$ cat src/sv/tccur_pkg.sv
package tccur_pkg;

  localparam int COL_W   = 8;
  localparam int ROW_W   = 7;
  localparam int CHAR_W  = 8;
  localparam int COLOR_W = 32;
  localparam int CFG_W   = 32;
  localparam int IDX_W   = 2;

  // wide enough for one step past the last tab stop and two row advances
  localparam int WCOL_W = COL_W + 1;
  localparam int WROW_W = ROW_W + 2;

  localparam logic [CHAR_W-1:0] CH_BS    = 8'h08;
  localparam logic [CHAR_W-1:0] CH_TAB   = 8'h09;
  localparam logic [CHAR_W-1:0] CH_LF    = 8'h0A;
  localparam logic [CHAR_W-1:0] CH_CR    = 8'h0D;
  localparam logic [CHAR_W-1:0] CH_SPACE = 8'h20;
  localparam logic [CHAR_W-1:0] CH_DEL   = 8'h7F;

  localparam logic CMD_DRAW   = 1'b0;
  localparam logic CMD_SCROLL = 1'b1;

  localparam logic [IDX_W-1:0] REG_COLUMNS  = 2'd0;
  localparam logic [IDX_W-1:0] REG_ROWS     = 2'd1;
  localparam logic [IDX_W-1:0] REG_FG_COLOR = 2'd2;
  localparam logic [IDX_W-1:0] REG_BG_COLOR = 2'd3;

  localparam logic [COL_W-1:0]   COLUMNS_RST  = 8'd80;
  localparam logic [ROW_W-1:0]   ROWS_RST     = 7'd25;
  localparam logic [COLOR_W-1:0] FG_COLOR_RST = 32'h00FF_FFFF;
  localparam logic [COLOR_W-1:0] BG_COLOR_RST = 32'h0000_0000;

  typedef struct packed {
    logic               command;
    logic [COL_W-1:0]   cell_col;
    logic [ROW_W-1:0]   cell_row;
    logic [CHAR_W-1:0]  glyph;
    logic [COLOR_W-1:0] color;
    logic               last;
  } result_t;

  typedef struct packed {
    logic [COL_W-1:0]   columns;
    logic [ROW_W-1:0]   rows;
    logic [COLOR_W-1:0] fg_color;
    logic [COLOR_W-1:0] background_color;
  } cfg_t;

endpackage

$ cat src/sv/tccur_step.sv
module tccur_step #(
  parameter int TAB_STOP = 8
) (
  input  tccur_pkg::cfg_t                  cfg,
  input  logic [tccur_pkg::COL_W-1:0]      cur_col,
  input  logic [tccur_pkg::ROW_W-1:0]      cur_row,
  input  logic [tccur_pkg::CHAR_W-1:0]     char_code,
  output logic [tccur_pkg::COL_W-1:0]      col_next,
  output logic [tccur_pkg::ROW_W-1:0]      row_next,
  output tccur_pkg::result_t               res0,
  output tccur_pkg::result_t               res1,
  output logic [1:0]                       count
);

  localparam int NCOL = 1 << tccur_pkg::COL_W;

  logic [tccur_pkg::WCOL_W-1:0] tab_next [NCOL];

  // next tab stop above each column, worked out at elaboration
  for (genvar i = 0; i < NCOL; i++) begin : g_tab
    localparam int Stop = (i / TAB_STOP + 1) * TAB_STOP;
    assign tab_next[i] = tccur_pkg::WCOL_W'(Stop);
  end

  logic [tccur_pkg::WCOL_W-1:0] col_a, col_b;
  logic [tccur_pkg::WROW_W-1:0] row_a, row_b, row_c;
  logic                         draw_v, scroll_v;
  tccur_pkg::result_t           draw, scroll;

  always_comb begin
    col_a  = {1'b0, cur_col};
    row_a  = {2'b00, cur_row};
    draw_v = 1'b0;
    draw   = '0;
    case (char_code)
      tccur_pkg::CH_LF: begin
        col_a = '0;
        row_a = row_a + 1'b1;
      end
      tccur_pkg::CH_CR: begin
        col_a = '0;
      end
      tccur_pkg::CH_TAB: begin
        col_a = tab_next[cur_col];
      end
      tccur_pkg::CH_BS: begin
        if (cur_col != '0) begin
          col_a         = col_a - 1'b1;
          draw_v        = 1'b1;
          draw.command  = tccur_pkg::CMD_DRAW;
          draw.cell_col = cur_col - 1'b1;
          draw.cell_row = cur_row;
          draw.glyph    = tccur_pkg::CH_SPACE;
          draw.color    = cfg.background_color;
        end
      end
      default: begin
        if (char_code inside {[tccur_pkg::CH_SPACE:tccur_pkg::CH_DEL]}) begin
          draw_v        = 1'b1;
          draw.command  = tccur_pkg::CMD_DRAW;
          draw.cell_col = cur_col;
          draw.cell_row = cur_row;
          draw.glyph    = char_code;
          draw.color    = cfg.fg_color;
          col_a         = col_a + 1'b1;
        end
      end
    endcase

    // wrap
    col_b = col_a;
    row_b = row_a;
    if (col_a >= {1'b0, cfg.columns}) begin
      col_b = '0;
      row_b = row_a + 1'b1;
    end

    // scroll
    scroll_v       = row_b >= {2'b00, cfg.rows};
    scroll         = '0;
    scroll.command = tccur_pkg::CMD_SCROLL;
    scroll.color   = cfg.background_color;
    scroll.last    = 1'b1;
    row_c          = row_b;
    if (scroll_v && row_b != '0) begin
      row_c = row_b - 1'b1;
    end

    draw.last = !scroll_v;
    res0      = draw_v ? draw : scroll;
    res1      = scroll;
    count     = {1'b0, draw_v} + {1'b0, scroll_v};
    col_next  = col_b[tccur_pkg::COL_W-1:0];
    row_next  = row_c[tccur_pkg::ROW_W-1:0];
  end

endmodule

$ cat src/sv/text_console_cursor_engine.sv
// Text console cursor engine. Each character item yields zero, one or two
// commands (a cell draw, then a scroll), which go into a four-entry result
// queue that drives the output one command per cycle while out_ready is high.
// A new item is accepted whenever the queue has two free entries, so with
// out_ready high, items that make at most one command stream at one per cycle;
// a draw plus a scroll stalls input at the single output port. Configuration
// writes take effect at the next edge and are meant for idle periods.
module text_console_cursor_engine #(
  parameter int TAB_STOP = 8
) (
  input  logic                              clk,
  input  logic                              rst,
  input  logic                              cfg_write,
  input  logic [tccur_pkg::IDX_W-1:0]       cfg_index,
  input  logic [tccur_pkg::CFG_W-1:0]       cfg_data,
  input  logic                              in_valid,
  output logic                              in_ready,
  input  logic [tccur_pkg::CHAR_W-1:0]      char_code,
  output logic                              out_valid,
  input  logic                              out_ready,
  output logic                              command,
  output logic [tccur_pkg::COL_W-1:0]       cell_col,
  output logic [tccur_pkg::ROW_W-1:0]       cell_row,
  output logic [tccur_pkg::CHAR_W-1:0]      glyph,
  output logic [tccur_pkg::COLOR_W-1:0]     color,
  output logic                              last
);

  localparam int QDEPTH = 4;
  localparam int QPTR_W = $clog2(QDEPTH);

  tccur_pkg::cfg_t              cfg;
  logic [tccur_pkg::COL_W-1:0]  cursor_col, col_next;
  logic [tccur_pkg::ROW_W-1:0]  cursor_row, row_next;
  tccur_pkg::result_t           res0, res1;
  logic [1:0]                   res_count;

  tccur_pkg::result_t           queue [QDEPTH];
  logic [QPTR_W-1:0]            head, tail;
  logic [QPTR_W:0]              fill, fill_next;
  logic                         take, pop;
  logic [1:0]                   push;

  tccur_step #(
    .TAB_STOP (TAB_STOP)
  ) u_step (
    .cfg       (cfg),
    .cur_col   (cursor_col),
    .cur_row   (cursor_row),
    .char_code (char_code),
    .col_next  (col_next),
    .row_next  (row_next),
    .res0      (res0),
    .res1      (res1),
    .count     (res_count)
  );

  assign in_ready  = fill <= (QPTR_W+1)'(QDEPTH - 2);
  assign take      = in_valid && in_ready;
  assign out_valid = fill != '0;
  assign pop       = out_valid && out_ready;
  assign push      = take ? res_count : 2'd0;
  assign fill_next = fill + (QPTR_W+1)'(push) - (QPTR_W+1)'(pop);

  always_ff @(posedge clk) begin
    if (rst) begin
      cfg.columns          <= tccur_pkg::COLUMNS_RST;
      cfg.rows             <= tccur_pkg::ROWS_RST;
      cfg.fg_color         <= tccur_pkg::FG_COLOR_RST;
      cfg.background_color <= tccur_pkg::BG_COLOR_RST;
    end else if (cfg_write) begin
      case (cfg_index)
        tccur_pkg::REG_COLUMNS:  cfg.columns <= cfg_data[tccur_pkg::COL_W-1:0];
        tccur_pkg::REG_ROWS:     cfg.rows <= cfg_data[tccur_pkg::ROW_W-1:0];
        tccur_pkg::REG_FG_COLOR: cfg.fg_color <= cfg_data[tccur_pkg::COLOR_W-1:0];
        tccur_pkg::REG_BG_COLOR: cfg.background_color <= cfg_data[tccur_pkg::COLOR_W-1:0];
        default: ;
      endcase
    end
  end

  always_ff @(posedge clk) begin
    if (rst) begin
      cursor_col <= '0;
      cursor_row <= '0;
      head       <= '0;
      tail       <= '0;
      fill       <= '0;
    end else begin
      if (take) begin
        cursor_col <= col_next;
        cursor_row <= row_next;
      end
      if (pop) begin
        head <= head + 1'b1;
      end
      tail <= tail + QPTR_W'(push);
      fill <= fill_next;
    end
  end

  always_ff @(posedge clk) begin
    if (push != 2'd0) begin
      queue[tail] <= res0;
    end
    if (push == 2'd2) begin
      queue[tail + 1'b1] <= res1;
    end
  end

  assign command  = queue[head].command;
  assign cell_col = queue[head].cell_col;
  assign cell_row = queue[head].cell_row;
  assign glyph    = queue[head].glyph;
  assign color    = queue[head].color;
  assign last     = queue[head].last;

endmodule
$ cat config.mk
export PLATFORM = sky130hd
export DESIGN_NAME = text_console_cursor_engine
export DESIGN_NICKNAME = d
export VERILOG_FILES = /design/src/sv/tccur_pkg.sv /design/src/sv/tccur_step.sv /design/src/sv/text_console_cursor_engine.sv
export SDC_FILE = /design/constraint.sdc
export NUM_CORES = 1
export LEC_CHECK = 0
export BUFFER_PORTS_ARGS = -buffer_cell sky130_fd_sc_hd__buf_2
export CAP_MARGIN = 25
export CORE_MARGIN = 2
export CORE_UTILIZATION = 45
export DETAILED_ROUTE_END_ITERATION = 8
export GPL_TIMING_DRIVEN = 0
export PLACE_DENSITY = 0.63
export SETUP_SLACK_MARGIN = 0.2
export SYNTH_ARGS = -nofsm -noshare
export SYNTH_HDL_FRONTEND = slang
export SYNTH_SLANG_ARGS = --single-unit
$ cat constraint.sdc
create_clock -name clk -period 12.4 [get_ports clk]
set_input_delay 1.24 -clock clk [delete_from_list [all_inputs] [get_ports clk]]
set_output_delay 1.24 -clock clk [all_outputs]
set_load 0.01 [all_outputs]
==> reports/metrics.cfg, run 1 <==
[outcome]
outcome = finished, final reports clean

[drt]
routed_wl_um = 42900
vias = 12000
first_pass_iters = 7
drc = 0
vias_per_cell = 5.85
wl_per_cell_um = 20.8
dr.first_iter.drc_count = 1020
drtAntennaViolNets = 0

[global_routing]
grtUsageTotal = 0.242
grt_overflow = 0
grt_max_degree = 33
grt_pass1_vias = 11700
grt_pass1_wl_um = 66400
antenna_found_initial = 5

[final_layout]
area_growth_pct = 15.6
nets = 1659
drive_gt1_frac = 0.159
fillers = 2981
final_area_sq_um = 17700

[die]
die_w_um = 188
coreArea_sq_um = 33400
rows = 67
pin_count = 106
die-area_sq_um = 35400
die_height_um = 188
start_util = 0.457

[run]
max_cap_violations = 0

[pwr]
p_sw_uw = 964
power.leakage_nw = 6.43
power_mw = 3.19
irDropWorstVdd_uv = 94.7
switching_share = 0.303
power_density_nw_per_um2 = 180
clkPwrFrac = 0.335
internal_power_mw = 2.22
seq_power_share = 0.408
p_comb_frac = 0.257

[worst_setup_path]
crit_type = in2reg
arrival_ps = 9130
slowest_delay_ps = 710
worst-path-max-fanout = 10
rr_startpoint = cursor_col[1]
reg2reg_to = queue[3][4]
cp_slowest_cell = a21oi_1
start_kind = input port
rr_worst_depth = 30
end_kind = flip-flop
worstPathRequired_ps = 12770
rrSetupSlack_ps = 3890

[synth]
synthCells = 1430
syn_nets = 1509
ys_warn_count = 0
synth_mux_area_frac = 0.0874
synth_cell_type_count = 74
synth-compound-area-share = 0.182
async_flop_share = 0
synth.avg_cell_area_sq_um = 10.7
ys_seq_elements = 331
synthAdderAreaFrac = 0.0267
synth_edf_count = 128
synth-seq-area-share = 0.518
ys.flop_type = dfxtp_1
synth_xor_area_frac = 0.0114
syn-cell-area_sq_um = 15300
synth_top_family_by_area = compound AO/OA/AOI/OAI gates
synthSimpleGateAreaFrac = 0.139

[sta]
rsz0062_at_grt = false
finalWorstPathRequiredPeriod_ps = 8760
fin_crit_sh = 0.706
fin_setup_tns_ps = 0
max_freq_mhz = 114
slew_viol_final = 0
relSlewSlack = 0.306
finalHoldViolCount = 0
skew_ps = 23.8
worstMarginPinSlew_ps = 1030
whs_ps = 452
setup_ws_ps = 3640
setup_viol = 0

[clock_network]
ctsResizeCount = 0
clk_latency_ps = 520
clk_path_buf_depth = 3
htree_levels = 2
cts_setup_buffers = 0
clkSinkCount = 331
cts_hold_buf = 0
cts_tree = yes
cts_buffers = 37
clkTransAtPathRegs_ps = 60
cts_root_buf = clkbuf_16

[min_path]
min_path_type = reg2reg
holdPathEnd = queue[3][48]
min_from = queue[3][48]
whs_path_depth = 2

[placed_design]
hpwlAfterDp_um = 29500
gp_congestion = 0.868
dpl-instance-area_sq_um = 16400
pre_cts_ws_ps = 3290
io_buffers = 104

power groups by stage:
stage	Sequential [mW]	Combinational, mW	Clock, mW
after global placement	1.32	0.792	0
after floorplan	1.31	0.543	0
final	1.30	0.819	1.07
after detailed placement	1.32	0.811	0
after global routing	1.31	0.892	1.13
after CTS	1.30	0.814	1.08
synth_stat cells, types with 4 or more instances:
master	n	area, sq um
and2_1	8	50.1
a21o_1	4	30.0
and3_1	6	37.5
nor3_1	14	70.1
a21oi_1	76	380
o22ai_1	4	25.0
o21ai_1	4	20.0
nor2b_1	4	25.0
ha_1	31	388
and4_1	4	35.0
xor2_1	6	52.6
a211o_1	4	35.0
or2_2	7	43.8
nand2b_1	7	43.8
nor2_1	69	259
nand3b_1	27	203
o21ai_0	82	410
mux2i_1	4	40.0
xnor2_1	12	105
nor4_1	7	43.8
nand2_1	250	938
edfxtp_1	128	3840
mux4_2	57	1280
or3_1	7	43.8
o21a_1	7	52.6
inv_1	37	139
clkbuf_1	92	345
a22o_1	158	1380
a22oi_1	9	67.6
dfxtp_1	203	4060
nand4_1	4	25.0
nand3_1	23	115
nor3b_1	4	30.0
buf_1	9	33.8
o22a_1	4	35.0
cells by family (layout without fill, tap and decap cells):
group / Yosys count / in the layout
AO/OA/AOI/OAI: 385 / 385
XOR/XNOR: 19 / 19
adder cells (fa/ha/maj): 32 / 32
buffers and inverters: 144 / 322
flip-flops: 331 / 331
multiplexers: 62 / 62
other: 0 / 2
AND/OR/NAND/NOR: 457 / 457
how the worst max path moves through the flow:
stage,start,end,depth (start not counted)
floorplan,char_code[4],queue[1][10],27
global route,char_code[4],queue[3][12],29
detailed placement,char_code[4],queue[3][12],29
global placement,char_code[4],queue[1][5],28
finish,char_code[4],queue[3][4],29
CTS,char_code[4],queue[3][4],29
routing by layer:
metal | wire length (um) | vias to the layer above | track usage
met2 | 19900 | 462 | 0.394
met1 | 18500 | 5875 | 0.326
met5 | 40 | - | 0
li1 | - | 5596 | -
met3 | 3170 | 91 | 0.0443
met4 | 1230 | 6 | 0.0827
registers in the layout, indices dropped and copies added (netlist names), named ones only:
signal      count
queue         228
head            2
cursor_col      8
tail            2
cfg            79
cursor_row      7
fill            3
layout by cell type (no fill, tap or decap), types with 8 or more instances in the layout:
cell type | synthesis | final
ha_1 | 31 | 31
dfxtp_1 | 203 | 203
a22o_1 | 158 | 158
clkbuf_1 | 92 | 101
a22oi_1 | 9 | 9
nand2_1 | 250 | 250
buf_1 | 9 | 9
xnor2_1 | 12 | 12
buf_2 | 3 | 108
inv_1 | 37 | 33
and2_1 | 8 | 8
a21oi_1 | 76 | 76
mux4_2 | 57 | 57
nand3_1 | 23 | 23
nor3_1 | 14 | 14
clkbuf_16 | 0 | 38
edfxtp_1 | 128 | 128
nor2_1 | 69 | 69
nand3b_1 | 27 | 27
o21ai_0 | 82 | 82
through the flow:
step           utilization  instances
2_1_floorplan            -       1430
3_3_place_gp         0.489       1982
3_5_place_dp         0.491       1986
4_1_cts              0.527       2053
5_1_grt              0.528       2056
6_report             0.528       2058
critical path: cells and delay by family:
family	cells	cell delay, ps
xor+xnor	1	290
buf+inv	4	1170
compound gates	13	3000
fa+ha+maj	3	1040
simple gates	8	2380
area by class of cell:
| cell class | instances | area [sq um] | share of cell area |
|---|---|---|---|
| antenna | 2 | 5.00 | 0.000283 |
| buffer | 105 | 405 | 0.0229 |
| clock buffer | 52 | 1050 | 0.0596 |
| clock inverter | 15 | 135 | 0.00765 |
| inverter | 39 | 146 | 0.00829 |
| multi-input combinational | 955 | 6820 | 0.386 |
| sequential | 331 | 7910 | 0.448 |
| tap | 448 | 561 | 0.0317 |
| timing repair buffer | 111 | 636 | 0.0360 |
Power figures use the tool's default switching activity.
==> inputs of run 2 (changes only) <==
==> constraint.sdc (replaced) <==
create_clock -name clk -period 8.4 [get_ports clk]
set_input_delay 0.84 -clock clk [delete_from_list [all_inputs] [get_ports clk]]
set_output_delay 0.84 -clock clk [all_outputs]
set_load 0.01 [all_outputs]
==> run 2 against run 1 <==
Against the previous run: clock skew shrank 1.3 ps; first-iteration DRC count grew 2.5%; final cell count shrank 0.15%; die area is the same; sequential share of layout area shrank 0.13 points; combinational power grew 49%; wire length grew 0.19%; sequential power grew 48%; global-route usage is essentially flat; worst hold slack gained 1.0 ps; critical path type unchanged.
==> reports/metrics.cfg, run 2 (synthesis results as in run 1) <==
[outcome]
outcome = finished, final reports clean

[drt]
drtAntennaViolNets = 0
vias = 12000
dr.first_iter.drc_count = 1045
routed_wl_um = 43000
drc = 0
vias_per_cell = 5.86
first_pass_iters = 7
wl_per_cell_um = 20.9

[global_routing]
grt_max_degree = 33
grt_pass1_vias = 11700
grt_overflow = 0
grtUsageTotal = 0.242
antenna_found_initial = 5
grt_pass1_wl_um = 66400

[clock_network]
clkTransAtPathRegs_ps = 60
clkSinkCount = 331
cts_root_buf = clkbuf_16
cts_hold_buf = 0
cts_tree = yes
clk_path_buf_depth = 3
clk_latency_ps = 520
cts_buffers = 37
cts_setup_buffers = 0
htree_levels = 2

[pwr]
power_density_nw_per_um2 = 266
power.leakage_nw = 6.49
irDropWorstVdd_uv = 140
power_mw = 4.71

[sta]
worstMarginPinSlew_ps = 990
fin_crit_sh = 0.911
max_freq_mhz = 131
setup_viol = 0
finalWorstPathRequiredPeriod_ps = 7650
finalHoldViolCount = 0
relSlewSlack = 0.340
slew_viol_final = 0
rsz0062_at_grt = true
skew_ps = 22.5

[die]
rows = 67
die_w_um = 188
coreArea_sq_um = 33400
die-area_sq_um = 35400
pin_count = 106
die_height_um = 188
start_util = 0.457

[worst_setup_path]
end_kind = flip-flop
crit_start = char_code[7]
worst-path-max-fanout = 10
worstPathRequired_ps = 8770
rr_startpoint = cursor_col[1]
crit_type = in2reg
arrival_ps = 8020
start_kind = input port

[run]
max_cap_violations = 0

[min_path]
min_from = queue[2][39]
min_path_type = reg2reg

[placed_design]
dpl-instance-area_sq_um = 16400
gp_congestion = 0.868
io_buffers = 104
hpwlAfterDp_um = 29500

[final_layout]
largest_reg_flops = 228
final_area_sq_um = 17700
largest_register = queue
mostFrequentLayoutCells = nand2_1 (250), dfxtp_1 (203), a22o_1 (158)
reg.largest.list = queue x228, cfg x79, cursor_col x8
fin_util = 0.530
layout_commonest_cell = nand2_1
nets = 1656
drive_gt1_frac = 0.177
area_growth_pct = 16.0

-- run 2: cell count changes in the layout (fill, tap and decap cells not counted), sizes merged --
| cell | previous run | this run |
|---|---|---|
| clkbuf | 144 | 141 |
-- run 2: stage by stage --
stage               setup WS [ps]  setup TNS [ps]  std cells  hold slack, ps
floorplan                    1460               0       1430             420
global placement             -598          -95220       1982             429
detailed placement           -314          -19950       1986             439
CTS                           205               0       2053             448
global route                  228               0       2053             469
finish                        750               0       2055             453
-- run 2: worst paths after layout --
check	end	slack [ps]	cells after the start
worst max-delay path	queue[3][4]	750	28
worst min-delay path	queue[2][39]	450	2
worst max register to register	queue[3][4]	790	29
worst min register to register	queue[2][39]	450	2
-- run 2: final cells by class --
cell class	count	area, sq um
fill	2979	15700
sequential	331	7910
multi-input combinational	955	6850
clock buffer	52	1050
timing repair buffer	111	636
tap	448	561
buffer	102	422
inverter	39	146
clock inverter	15	135
antenna	2	5.00
-- run 2: critical path: stages --
cell      delay, ps
buf_2           140
o21bai_2        330
inv_1           160
clkbuf_1        390
nand4_1         320
nor2_1          210
xnor2_1          70
o21ai_0         500
ha_1            360
o21a_1          190
o21ai_1         290
o211ai_2        210
or2_1           310
xnor2_1         290
inv_1           160
ha_1            290
nand2b_1        140
a21o_1          170
a21oi_1         150
o21a_1          160
o21a_1          190
nand2_1          90
ha_1            360
nor2_1          120
a21oi_1          70
nor3_1          660
clkbuf_1        590
a22o_1          230
-- run 2: metal layers --
metal | track usage | wire length, um | vias up
met5 | 0 | 41 | -
met4 | 0.0824 | 1200 | 6
met3 | 0.0445 | 3290 | 91
met2 | 0.394 | 20000 | 483
met1 | 0.326 | 18400 | 5871
li1 | - | - | 5593
-- run 2: timing repair --
action,CTS,global route
resized for setup,5,42
pin swaps,0,0
endpoints found under the hold margin,0,0
setup endpoints to repair,29,339
-- run 2: report_power, final --
group | switching (mW) | internal (mW) | leakage, nW | total (mW)
logic | 0.710 | 0.506 | 3.16 | 1.22
clock network | 0.638 | 0.937 | 0.578 | 1.58
registers | 0.0814 | 1.84 | 2.75 | 1.92
